===== config.mk =====
export PLATFORM = sky130hd
export DESIGN_NAME = substring_search_matcher_core_flat
export DESIGN_NICKNAME = d
export VERILOG_FILES = /design/src/hdl/ssm_pkg.sv /design/src/hdl/ssm_req_if.sv /design/src/hdl/ssm_rsp_if.sv /design/src/hdl/ssm_cell.sv /design/src/hdl/substring_search_matcher_core.sv /design/src/flat_wrapper.sv
export SDC_FILE = /design/constraint.sdc
export NUM_CORES = 1
export LEC_CHECK = 0
export ABC_CLOCK_PERIOD_IN_PS = 4400
export BUFFER_PORTS_ARGS = -buffer_cell sky130_fd_sc_hd__buf_2
export CORE_MARGIN = 1
export CORE_UTILIZATION = 52
export CTS_CLUSTER_DIAMETER = 200
export DETAILED_ROUTE_END_ITERATION = 10
export HOLD_SLACK_MARGIN = 0.06
export PLACE_DENSITY_LB_ADDON = 0.3
export SYNTH_ARGS = -nofsm -noshare
export SYNTH_HDL_FRONTEND = slang
export SYNTH_HIERARCHICAL = 1
export SYNTH_SLANG_ARGS = --single-unit

===== constraint.sdc =====
create_clock -name clock -period 4.4 [get_ports clock]
set_input_delay 0.22 -clock clock [delete_from_list [all_inputs] [get_ports clock]]
set_output_delay 0.22 -clock clock [all_outputs]
set_load 0.05 [all_outputs]

===== src/hdl/ssm_pkg.sv =====
// Package with the shared sizes, command codes and types of the substring search matcher.
`timescale 1ns / 1ps

package ssm_pkg;

   localparam int MAX_PATTERN     = 16;
   localparam int TEXT_INDEX_BITS = 20;
   localparam int PLEN_W          = $clog2(MAX_PATTERN + 1);
   localparam int CNT_W           = TEXT_INDEX_BITS + 1;
   localparam int MIDX_W          = 21;

   typedef enum logic [1:0] {
      CMD_PATTERN = 2'd0,
      CMD_TEXT    = 2'd1,
      CMD_END     = 2'd2
   } cmd_type;

   typedef struct packed {
      logic pat_shift;
      logic txt_shift;
      logic clear;
   } cell_ctrl_type;

endpackage


===== src/hdl/ssm_req_if.sv =====
// Request channel interface: command and character byte with a valid/ready handshake.
`timescale 1ns / 1ps

interface ssm_req_if;
   logic       valid;
   logic       ready;
   logic [1:0] cmd;
   logic [7:0] char_byte;

   modport source (output valid, output cmd, output char_byte, input ready);
   modport sink   (input valid, input cmd, input char_byte, output ready);
endinterface


===== src/hdl/ssm_rsp_if.sv =====
// Response channel interface: search result fields with a valid/ready handshake.
`timescale 1ns / 1ps

interface ssm_rsp_if;
   logic               valid;
   logic               ready;
   logic signed [20:0] match_index;
   logic               found;
   logic               is_prefix;
   logic               is_suffix;
   logic               overflowed;

   modport source (output valid, output match_index, output found, output is_prefix,
                   output is_suffix, output overflowed, input ready);
   modport sink   (input valid, input match_index, input found, input is_prefix,
                   input is_suffix, input overflowed, output ready);
endinterface


===== src/hdl/ssm_cell.sv =====
// One cell of the compare chain: a pattern byte, a window byte and their comparator.
`timescale 1ns / 1ps

module ssm_cell
   import ssm_pkg::*;
(
   input  logic          clock,
   input  logic          reset,
   input  cell_ctrl_type ctrl,
   input  logic          active,
   input  logic [7:0]    pat_in,
   input  logic [7:0]    txt_in,
   output logic [7:0]    pat_out,
   output logic [7:0]    txt_out,
   output logic          eq
);

   logic [7:0] pat_ff;
   logic [7:0] pat_ff_in;
   logic [7:0] txt_ff;
   logic [7:0] txt_ff_in;

   // The pattern is shifted in so that this cell lines up with the window byte it meets.
   always_comb begin
      pat_ff_in = ctrl.pat_shift ? pat_in : pat_ff;
      txt_ff_in = txt_ff;
      if (ctrl.clear) begin
         txt_ff_in = '0;
      end else if (ctrl.txt_shift) begin
         txt_ff_in = txt_in;
      end
   end

   always_ff @(posedge clock) begin
      pat_ff <= pat_ff_in;
      if (reset) begin
         txt_ff <= '0;
      end else begin
         txt_ff <= txt_ff_in;
      end
   end

   // Compare against the byte that this cell is about to take into the window.
   assign eq      = !active || (txt_in == pat_ff);
   assign pat_out = pat_ff;
   assign txt_out = txt_ff;

endmodule


===== src/hdl/substring_search_matcher_core.sv =====
// Top level of the streaming substring search matcher built on a chain of compare cells.
`timescale 1ns / 1ps

// Channel   Direction  Transaction carries
// --------  ---------  ----------------------------------------------------------
// req_ch    in         cmd (append pattern, text byte, end of text), char_byte
// rsp_ch    out        match_index, found, is_prefix, is_suffix, overflowed
//
// A new request can be accepted on every clock while no result is stalled.
// The text byte is compared against the whole pattern in the same cycle across the
// chain of MAX_PATTERN cells; an end-of-text result appears in the next cycle.
// Reset is synchronous and clears the length, counters, flags and the text window.
// A result waiting in the output register stalls requests only while rsp_ch.ready is low.

module substring_search_matcher_core
   import ssm_pkg::*;
(
   input  logic clock,
   input  logic reset,
   ssm_req_if.sink   req_ch,
   ssm_rsp_if.source rsp_ch
);

   // Search state.
   logic [PLEN_W-1:0]          plen_ff,    plen_in;
   logic [CNT_W-1:0]           count_ff,   count_in;
   logic [TEXT_INDEX_BITS-1:0] first_ff,   first_in;
   logic                       seen_ff,    seen_in;
   logic                       prefix_ff,  prefix_in;
   logic                       tail_ff,    tail_in;
   logic                       ovf_ff,     ovf_in;

   // Output register.
   logic                       rsp_valid_ff, rsp_valid_in;
   logic signed [MIDX_W-1:0]   midx_ff,    midx_in;
   logic                       found_ff,   found_in;
   logic                       is_pre_ff,  is_pre_in;
   logic                       is_suf_ff,  is_suf_in;
   logic                       ovf_out_ff, ovf_out_in;

   logic                       accept;
   logic [CNT_W-1:0]           count_inc;
   logic [CNT_W-1:0]           first_full;
   logic                       hit;
   logic                       all_eq;
   cell_ctrl_type              ctrl;

   logic [7:0]                 pat_link [MAX_PATTERN+1];
   logic [7:0]                 txt_link [MAX_PATTERN+1];
   logic [MAX_PATTERN-1:0]     eq_vec;

   // The request side only waits while an unread result sits in the output register.
   assign req_ch.ready = !rsp_valid_ff || rsp_ch.ready;
   assign accept       = req_ch.valid && req_ch.ready;

   assign pat_link[0] = req_ch.char_byte;
   assign txt_link[0] = req_ch.char_byte;

   // Cell j holds the window byte j positions back from the newest and the pattern byte
   // that must meet it; only cells below the pattern length take part in the compare.
   for (genvar j = 0; j < MAX_PATTERN; j++) begin : g_cell
      ssm_cell u_cell (
         .clock   (clock),
         .reset   (reset),
         .ctrl    (ctrl),
         .active  (PLEN_W'(j) < plen_ff),
         .pat_in  (pat_link[j]),
         .txt_in  (txt_link[j]),
         .pat_out (pat_link[j+1]),
         .txt_out (txt_link[j+1]),
         .eq      (eq_vec[j])
      );
   end

   assign all_eq     = &eq_vec;
   assign count_inc  = count_ff + CNT_W'(1);
   assign hit        = (count_inc >= CNT_W'(plen_ff)) && all_eq;
   assign first_full = count_inc - CNT_W'(plen_ff);

   always_comb begin
      plen_in    = plen_ff;
      count_in   = count_ff;
      first_in   = first_ff;
      seen_in    = seen_ff;
      prefix_in  = prefix_ff;
      tail_in    = tail_ff;
      ovf_in     = ovf_ff;
      ctrl       = '0;

      rsp_valid_in = rsp_valid_ff && !rsp_ch.ready;
      midx_in      = midx_ff;
      found_in     = found_ff;
      is_pre_in    = is_pre_ff;
      is_suf_in    = is_suf_ff;
      ovf_out_in   = ovf_out_ff;

      if (accept) begin
         unique case (req_ch.cmd)
            CMD_PATTERN: begin
               // Pattern bytes are taken only before the first text byte.
               if (count_ff == '0) begin
                  if (plen_ff >= PLEN_W'(MAX_PATTERN)) begin
                     ovf_in = 1'b1;
                  end else begin
                     ctrl.pat_shift = 1'b1;
                     plen_in        = plen_ff + PLEN_W'(1);
                  end
               end
            end
            CMD_TEXT: begin
               if (count_ff[TEXT_INDEX_BITS]) begin
                  // The text index range is used up, so the byte is dropped.
                  ovf_in = 1'b1;
               end else begin
                  ctrl.txt_shift = 1'b1;
                  count_in       = count_inc;
                  if (plen_ff != '0) begin
                     tail_in = hit;
                     if (hit) begin
                        if (!seen_ff) begin
                           seen_in  = 1'b1;
                           first_in = first_full[TEXT_INDEX_BITS-1:0];
                        end
                        if (count_inc == CNT_W'(plen_ff)) begin
                           prefix_in = 1'b1;
                        end
                     end
                  end
               end
            end
            CMD_END: begin
               rsp_valid_in = 1'b1;
               ovf_out_in   = ovf_ff;
               if (ovf_ff) begin
                  midx_in   = '1;
                  found_in  = 1'b0;
                  is_pre_in = 1'b0;
                  is_suf_in = 1'b0;
               end else if (plen_ff == '0) begin
                  // An empty pattern matches at the start of any text.
                  midx_in   = '0;
                  found_in  = 1'b1;
                  is_pre_in = 1'b1;
                  is_suf_in = 1'b1;
               end else if (seen_ff) begin
                  midx_in   = MIDX_W'(first_ff);
                  found_in  = 1'b1;
                  is_pre_in = prefix_ff;
                  is_suf_in = tail_ff;
               end else begin
                  midx_in   = '1;
                  found_in  = 1'b0;
                  is_pre_in = 1'b0;
                  is_suf_in = 1'b0;
               end
               // Clear the whole search for the next transaction sequence.
               ctrl.clear = 1'b1;
               plen_in    = '0;
               count_in   = '0;
               first_in   = '0;
               seen_in    = 1'b0;
               prefix_in  = 1'b0;
               tail_in    = 1'b0;
               ovf_in     = 1'b0;
            end
            default: begin
               // The unused command code does nothing.
            end
         endcase
      end
   end

   always_ff @(posedge clock) begin
      if (reset) begin
         plen_ff      <= '0;
         count_ff     <= '0;
         first_ff     <= '0;
         seen_ff      <= 1'b0;
         prefix_ff    <= 1'b0;
         tail_ff      <= 1'b0;
         ovf_ff       <= 1'b0;
         rsp_valid_ff <= 1'b0;
      end else begin
         plen_ff      <= plen_in;
         count_ff     <= count_in;
         first_ff     <= first_in;
         seen_ff      <= seen_in;
         prefix_ff    <= prefix_in;
         tail_ff      <= tail_in;
         ovf_ff       <= ovf_in;
         rsp_valid_ff <= rsp_valid_in;
      end
      midx_ff    <= midx_in;
      found_ff   <= found_in;
      is_pre_ff  <= is_pre_in;
      is_suf_ff  <= is_suf_in;
      ovf_out_ff <= ovf_out_in;
   end

   assign rsp_ch.valid       = rsp_valid_ff;
   assign rsp_ch.match_index = midx_ff;
   assign rsp_ch.found       = found_ff;
   assign rsp_ch.is_prefix   = is_pre_ff;
   assign rsp_ch.is_suffix   = is_suf_ff;
   assign rsp_ch.overflowed  = ovf_out_ff;

endmodule


===== src/flat_wrapper.sv =====
// flat-port wrapper written by rule: the top's interface ports become plain ports
module substring_search_matcher_core_flat import ssm_pkg::*;
  (clock, reset, req_ch_valid, req_ch_cmd, req_ch_char_byte, req_ch_ready, rsp_ch_valid, rsp_ch_match_index, rsp_ch_found, rsp_ch_is_prefix, rsp_ch_is_suffix, rsp_ch_overflowed, rsp_ch_ready);
  ssm_req_if req_ch_i ();
  ssm_rsp_if rsp_ch_i ();
  input  logic clock;
  input  logic reset;
  input wire logic [$bits(req_ch_i.valid)-1:0] req_ch_valid;
  input wire logic [$bits(req_ch_i.cmd)-1:0] req_ch_cmd;
  input wire logic [$bits(req_ch_i.char_byte)-1:0] req_ch_char_byte;
  output wire logic [$bits(req_ch_i.ready)-1:0] req_ch_ready;
  output wire logic [$bits(rsp_ch_i.valid)-1:0] rsp_ch_valid;
  output wire logic [$bits(rsp_ch_i.match_index)-1:0] rsp_ch_match_index;
  output wire logic [$bits(rsp_ch_i.found)-1:0] rsp_ch_found;
  output wire logic [$bits(rsp_ch_i.is_prefix)-1:0] rsp_ch_is_prefix;
  output wire logic [$bits(rsp_ch_i.is_suffix)-1:0] rsp_ch_is_suffix;
  output wire logic [$bits(rsp_ch_i.overflowed)-1:0] rsp_ch_overflowed;
  input wire logic [$bits(rsp_ch_i.ready)-1:0] rsp_ch_ready;
  assign req_ch_i.valid = req_ch_valid;
  assign req_ch_i.cmd = req_ch_cmd;
  assign req_ch_i.char_byte = req_ch_char_byte;
  assign req_ch_ready = req_ch_i.ready;
  assign rsp_ch_valid = rsp_ch_i.valid;
  assign rsp_ch_match_index = rsp_ch_i.match_index;
  assign rsp_ch_found = rsp_ch_i.found;
  assign rsp_ch_is_prefix = rsp_ch_i.is_prefix;
  assign rsp_ch_is_suffix = rsp_ch_i.is_suffix;
  assign rsp_ch_overflowed = rsp_ch_i.overflowed;
  assign rsp_ch_i.ready = rsp_ch_ready;
  substring_search_matcher_core u_core (.clock(clock), .reset(reset), .req_ch(req_ch_i), .rsp_ch(rsp_ch_i));
endmodule

==> reports/summary.txt, run 1 <==
====================================================================================================
Worst min-delay path category                                                           input pin to register
Required time worst endpoint                                                                 4800 ps
Detailed-route wire length per cell                                                          16.6 um
Metal1 wirelength                                                                           12200 um
Area of the core                                                                          26200 um^2
Max Cap Viol                                                                                       0
Mean cell area of the mapped netlist                                                       11.4 um^2
Worst endpoint data arrival time                                                             4240 ps
Height of the die                                                                             166 um
Largest fanout of any net on the critical path                                                    20
Layout Cells excl Fill                                                                          1617
Deepest clock path buffer count                                                                    3
Total wirelength of the detailed-routed design                                              26800 um
Area of the die                                                                           27500 um^2
Clock Sink Count                                                                                 324
Pleak                                                                                     0.00523 uW
Global route overflow                                                                              0
Wire length of the first global-routing pass                                                44300 um
Reg-to-reg setup timing slack                                                                 570 ps
Remaining antenna violation count                                                                  0
Pwr Density                                                                              408 nW/um^2
Element type at the critical path end                                                       register
Number of H-tree levels                                                                            2
Share of post-route cells with drive strength above 1                                          8.66%
First drt pass iteration count                                                                     8
Number of max-slew violations in the final report                                                  0
Post-Syn Instances                                                                              1225
Violated checks                                                                                  DRC
Number of placed instances with taps included                                                   1547
Time the final worst path needs with I/O delays and setup                                    3830 ps
Initial cell density of the core                                                               53.3%
Achievable Freq                                                                              261 MHz
Critical Path Slowest Stage Cell                                                        sky130_fd_sc_hd__nand4_1
Synth Net Count                                                                                 1253
Worst Skew                                                                                   19.1 ps
TritonCTS clock tree                                                                             yes
Initial antenna violation count                                                                    0
Remaining max-slew budget at the tightest pin                                                  15.0%
Hold Violations, Final                                                                             0
Post-detailed-route DRC marker count                                                               8
Yosys warns                                                                                        6
RSZ-0062 raised after global routing                                                           false
Cell breakdown of the critical path                                                     nor3_1 > o21ai_0 > o21ai_1 > nand4_1 > or4_1 > nor4_1 > nand4_1 > o21ai_1
Number of vias in the routed layout                                                             8803
Number of placed I/O pins                                                                         41
Buffers & Inverters on Critical Path                                                               0
Routed wl met2                                                                              12700 um
Result of the run                                                                       finished with violations
Half-perimeter wire length after detailed placement                                         18400 um
Max VDD drop                                                                                0.272 mV
CTS buffer count                                                                                  34
Worst path top cell family by delay                                                     simple AND/OR/NAND/NOR gates
Via count of the first global-routing pass                                                      8744
Post-cts sizing count                                                                              0
Root buffer selected by CTS                                                             sky130_fd_sc_hd__clkbuf_16
Total global-route track usage                                                                 19.8%
Combined area of all synthesized cells                                                    14000 um^2
Transition time of the tightest slew-check pin                                               1270 ps
Startpoint types                                                                            register
Setup total negative slack                                                                      0 ps
Clock insertion delay at the later pin of the skew report                                     510 ps
Port Buffers                                                                                      40
Final count of negative-setup-slack endpoints                                                      0
Die width                                                                                     166 um
Site Rows                                                                                         59
Iter 0 DRT Violations                                                                            667
Number of nets in the finished design                                                           1284
Vias per std cell                                                                               5.44
Share of the clock period used by the worst path                                               87.1%
Met3 layer wire length in the routed design                                                  1390 um
Largest net degree at the start of global routing                                                 84
Growth of design area from synthesis to finish                                                 10.4%
Worst Path Class, Setup                                                                 register to register
Slowest cell delay on critical path                                                           700 ps
Final cell utilization of the core                                                             58.8%
Ant diodes                                                                                         0
Clock-pin slew reported for the worst setup and hold paths after clock tree synthesis          60 ps
Uppermost layer routed                                                                          met4
Final weighted congestion of routability-driven global placement                               0.911
====================================================================================================
## repair_timing
action / in CTS / in global routing
hold buffers: 8 / 0
buffers inserted: 0 / 0
hold endpoints to repair: 16 / 0
## worst min-delay path, stage by stage
cell	delay, ps
sky130_fd_sc_hd__buf_2	80
sky130_fd_sc_hd__nand2b_1	220
sky130_fd_sc_hd__a21oi_1	100
## stage by stage
step / power (uW) / instance area, um^2 / hold slack (ps) / setup WS [ps]
3_3_place_gp: 3650 / 14300 / 438 / 747
3_5_place_dp: 3660 / 14300 / 445 / 606
2_1_floorplan: 3580 / 14000 / 319 / 941
6_report: 6290 / 15400 / 173 / 568
4_1_cts: 6350 / 15400 / 122 / 571
5_1_grt: 6500 / 15400 / 162 / 244
## layout make-up
type | instances | area (um^2)
flip-flops and latches | 324 | 8020
clock inverters | 10 | 75.1
clock buffers | 52 | 990
multi-input cells | 814 | 5440
fillers | 2172 | 10800
repair buffers | 58 | 380
inverters | 24 | 90.1
well taps | 335 | 419
## worst paths after layout
check,startpoint,to,cells past startpoint
max,u_core/plen_ff[4]$_SDFFE_PP0P_,u_core/first_ff[0]$_SDFFE_PP0P_,8
min,rsp_ch_ready,u_core/rsp_ch.valid$_SDFF_PP0_,3
max reg2reg,u_core/plen_ff[4]$_SDFFE_PP0P_,u_core/first_ff[0]$_SDFFE_PP0P_,8
min reg2reg,u_core/first_ff[18]$_SDFFE_PP0P_,u_core/first_ff[18]$_SDFFE_PP0P_,2
## cell usage in the layout, fill, tap and decap left out, drive strengths merged, types with 4 or more instances in the layout
master,n
nor2,182
dlygate4sd3,8
nor2b,5
nand3,34
xnor2,147
or2,19
a22oi,8
a21oi,24
xor2,12
nor3,14
ha,13
nand4,46
clkinv,11
nand2b,4
buf,50
a211oi,4
edfxtp,153
dfxtp,171
inv,23
o21ai,57
and2,6
nor4,12
mux2i,121
clkbuf,52
or4,5
nand2,64
## power by group
group          internal [uW]  switching, uW  total (uW)
logic                    117            233         350
registers               3210           31.0        3250
clock network           1560           1130        2690
total                   4890           1390        6290
## routing by layer
| metal | vias up | GRT usage, % |
|---|---|---|
| li1 | 4364 | - |
| met1 | 4174 | 26.4 |
| met2 | 223 | 33.3 |
| met3 | 42 | 3.24 |
| met4 | 0 | 5.93 |
| met5 | - | 0 |
## registers in the layout, summed over array words and instances (netlist names), 5 cells and up
signal and flops:
u_core/g_cell.u_cell/pat_out 128, u_core/g_cell.u_cell/txt_out 120, u_core/count_ff 21, u_core/rsp_ch.match_index 21, u_core/first_ff 20, u_core/plen_ff 5
(Power assumes the default switching activity.)
==> run 2, diff against run 1 <==
- CORE_ASPECT_RATIO: default -> 1.4
- CTS_CLUSTER_SIZE: default -> 20
- PLACE_DENSITY: default -> 0.71
- PLACE_DENSITY_LB_ADDON: 0.3 -> default
==> run 2 against run 1 <==
The flow now finishes without violations; non-clock buffer count is 4 higher; wire length shrank 0.65%; sequential power barely moved; sequential cell count stayed put; utilization fell by 1.8 points; first-iteration DRC count is 23% lower; via count is 2.2% lower; register-to-register slack got worse by 70 ps; clock-buffer cell count down 18; clock skew up 2.4 ps; combinational power barely moved; global-route usage decreased by 0.16 points; largest power group unchanged.
==> reports/summary.txt, run 2 (synthesis results as in run 1) <==
====================================================================================================
Result of the run                                                                       finished, final reports clean
Sequential share of power                                                                      59.5%   +7.9 points
Combinational cell fraction of total power                                                      6.5%   +0.9 points
Iter 0 DRT Violations                                                                            515   -23%
Final standard cell area without fillers                                                  15000 um^2   -2.9%
Worst endpoint data arrival time                                                             4280 ps   +40 ps
Total wirelength of the detailed-routed design                                              26600 um   -0.65%
Global route overflow                                                                              0   unchanged
Largest fanout of any net on the critical path                                                    20   unchanged
CTS buffer count                                                                                  20   -41%
Clock insertion delay at the later pin of the skew report                                     530 ps   +20 ps
Switching power summed over all nets                                                         1240 uW   -11%
Half-perimeter wire length after detailed placement                                         18900 um   +2.4%
Required time worst endpoint                                                                 4780 ps   -20 ps
Share of the clock period used by the worst path                                               88.6%   +1.5 points
Deepest clock path buffer count                                                                    3   unchanged
Worst Path Class, Setup                                                                 register to register
Remaining max-slew budget at the tightest pin                                                  43.8%   +29 points
Time the final worst path needs with I/O delays and setup                                    3900 ps   +67.5 ps
Number of vias in the routed layout                                                             8606   -2.2%
Achievable Freq                                                                              256 MHz   -1.7%
Max Cap Viol                                                                                       0   unchanged
Element type at the critical path end                                                       register
Clock-pin slew reported for the worst setup and hold paths after clock tree synthesis          80 ps   +20 ps
TritonCTS clock tree                                                                             yes
Worst min-delay path category                                                           input pin to register
Area of the core                                                                          26300 um^2   +0.26%
First drt pass iteration count                                                                     5   -3
Number of H-tree levels                                                                            1   -1
Vias per std cell                                                                               5.43   -0.20%
Max VDD drop                                                                                0.345 mV   +27%
Number of placed I/O pins                                                                         41   unchanged
Setup total negative slack                                                                      0 ps   unchanged
Root buffer selected by CTS                                                             sky130_fd_sc_hd__clkbuf_16
Worst Skew                                                                                   21.5 ps   +2.36 ps
Initial antenna violation count                                                                    0   unchanged
Hold Violations, Final                                                                             0   unchanged
Most common library cell in the layout ignoring fill and taps                           sky130_fd_sc_hd__nor2_1
Remaining antenna violation count                                                                  0   unchanged
Largest net degree at the start of global routing                                                 57   -32%
Post-cts sizing count                                                                              0   unchanged
Pleak                                                                                     0.00501 uW   -4.2%
Final weighted congestion of routability-driven global placement                               0.894   -2.0%
Pwr Density                                                                              364 nW/um^2   -11%
Number of nets in the finished design                                                           1274   -0.78%
Part of the power in the clock network                                                         34.0%   -8.8 points
Final cell utilization of the core                                                             57.0%   -1.8 points
Ant diodes                                                                                         0   unchanged
Post-detailed-route DRC marker count                                                               0   -8
Final-layout fill cell count                                                                    2226   +2.5%
Max FFs per register                                                                             128   unchanged
Setup repair bufs after CTS                                                                        0   unchanged
Startpoint types                                                                            register
Final count of negative-setup-slack endpoints                                                      0   unchanged
Detailed-route wire length per cell                                                          16.8 um   +1.4%
Number of max-slew violations in the final report                                                  0   unchanged
Hold Worst Slack                                                                              316 ps   +143 ps
Transition time of the tightest slew-check pin                                                831 ps   -440 ps
Port Buffers                                                                                      40   unchanged
Initial cell density of the core                                                               53.2%   -0.14 points
Height of the die                                                                             196 um   +18%
Commonest cells after routing, fill and taps aside                                      180 x sky130_fd_sc_hd__nor2_1, 171 x sky130_fd_sc_hd__dfxtp_1, 153 x sky130_fd_sc_hd__edfxtp_1
Area of the die                                                                           27500 um^2   about the same
Share of post-route cells with drive strength above 1                                          7.06%   -1.6 points
Layout Cells excl Fill                                                                          1584   -2.0%
Site Rows                                                                                         70   +19%
Growth of design area from synthesis to finish                                                 7.18%
Cell area after placement                                                                 14300 um^2   about the same
Clock Sink Count                                                                                 324   unchanged
Total global-route track usage                                                                 19.6%   -0.16 points
Switching share of total power                                                                 22.8%   +0.67 points
Via count of the first global-routing pass                                                      8564   -2.1%
Die width                                                                                     141 um   -15%
RSZ-0062 raised after global routing                                                           false
Wire length of the first global-routing pass                                                43300 um   -2.4%
Number of placed instances with taps included                                                   1538   -0.58%
Internal portion of total power                                                              4200 uW   -14%
====================================================================================================
## run 2: cell types whose count changed in the layout (fill, tap and decap cells not counted), moves of 2 or more
cell                            before  now
sky130_fd_sc_hd__clkinv_2            2    0
sky130_fd_sc_hd__clkinv_4            2    0
sky130_fd_sc_hd__clkinv_1            5    1
sky130_fd_sc_hd__dlygate4sd3_1       8   10
sky130_fd_sc_hd__clkbuf_1           12   14
sky130_fd_sc_hd__clkbuf_8            5    0
sky130_fd_sc_hd__clkbuf_16          35   20
## run 2: final cells by class
cell class | count | area (um^2) | share of cell area, %
flip-flops and latches | 324 | 8020 | 53.6
repair buffers | 62 | 428 | 2.86
well taps | 324 | 405 | 2.71
clock buffers | 34 | 553 | 3.69
inverters | 24 | 90.1 | 0.602
clock inverters | 2 | 32.5 | 0.217
multi-input cells | 814 | 5440 | 36.4
## run 2: through the flow
step	total power (uW)	worst slack, ps
after floorplan	3580	941
after global placement	3650	681
after detailed placement	3660	533
after CTS	5500	493
after global routing	5630	229
final	5450	501
## run 2: metal layers
metal / vias to the layer above / GRT usage (%) / part of all wire [%]
met5: - / 0 / 0
met4: 0 / 5.23 / 2.0
met3: 35 / 2.29 / 3.2
met2: 147 / 36.7 / 52
met1: 4113 / 23.8 / 43
li1: 4311 / - / -
## run 2: power by group through the flow
stage | logic (uW) | clock network [uW] | registers [uW]
global placement | 346 | 0 | 3310
floorplan | 245 | 0 | 3330
detailed placement | 349 | 0 | 3310
CTS | 357 | 1900 | 3240
global route | 386 | 2000 | 3250
finish | 353 | 1850 | 3240
## run 2: repair_timing
action / 4_1_cts / 5_1_grt
hold buffers: 10 / 0
hold endpoints to repair: 22 / 0
setup endpoints to repair: 0 / 0
## run 2: final timing paths
path / cells past startpoint / slack, ps / end / from
setup / recovery: 9 / 500 / u_core/first_ff[8]$_SDFFE_PP0P_ / u_core/count_ff[0]$_SDFFE_PP0P_
hold / removal: 4 / 320 / u_core/rsp_ch.valid$_SDFF_PP0_ / req_ch_valid
setup reg to reg: 9 / 500 / u_core/first_ff[8]$_SDFFE_PP0P_ / u_core/count_ff[0]$_SDFFE_PP0P_
hold reg to reg: 2 / 460 / u_core/seen_ff$_SDFFE_PP0P_ / u_core/seen_ff$_SDFFE_PP0P_
## run 2: critical path, cell delays in order (launching register included)
cell and delay (ps):
sky130_fd_sc_hd__dfxtp_1 440, sky130_fd_sc_hd__ha_1 280, sky130_fd_sc_hd__nand3_1 420, sky130_fd_sc_hd__nor4_1 450, sky130_fd_sc_hd__xnor2_1 240, sky130_fd_sc_hd__or4bb_1 580
sky130_fd_sc_hd__nand4b_2 300, sky130_fd_sc_hd__or2_1 300, sky130_fd_sc_hd__nand4_1 590, sky130_fd_sc_hd__o21ai_1 150
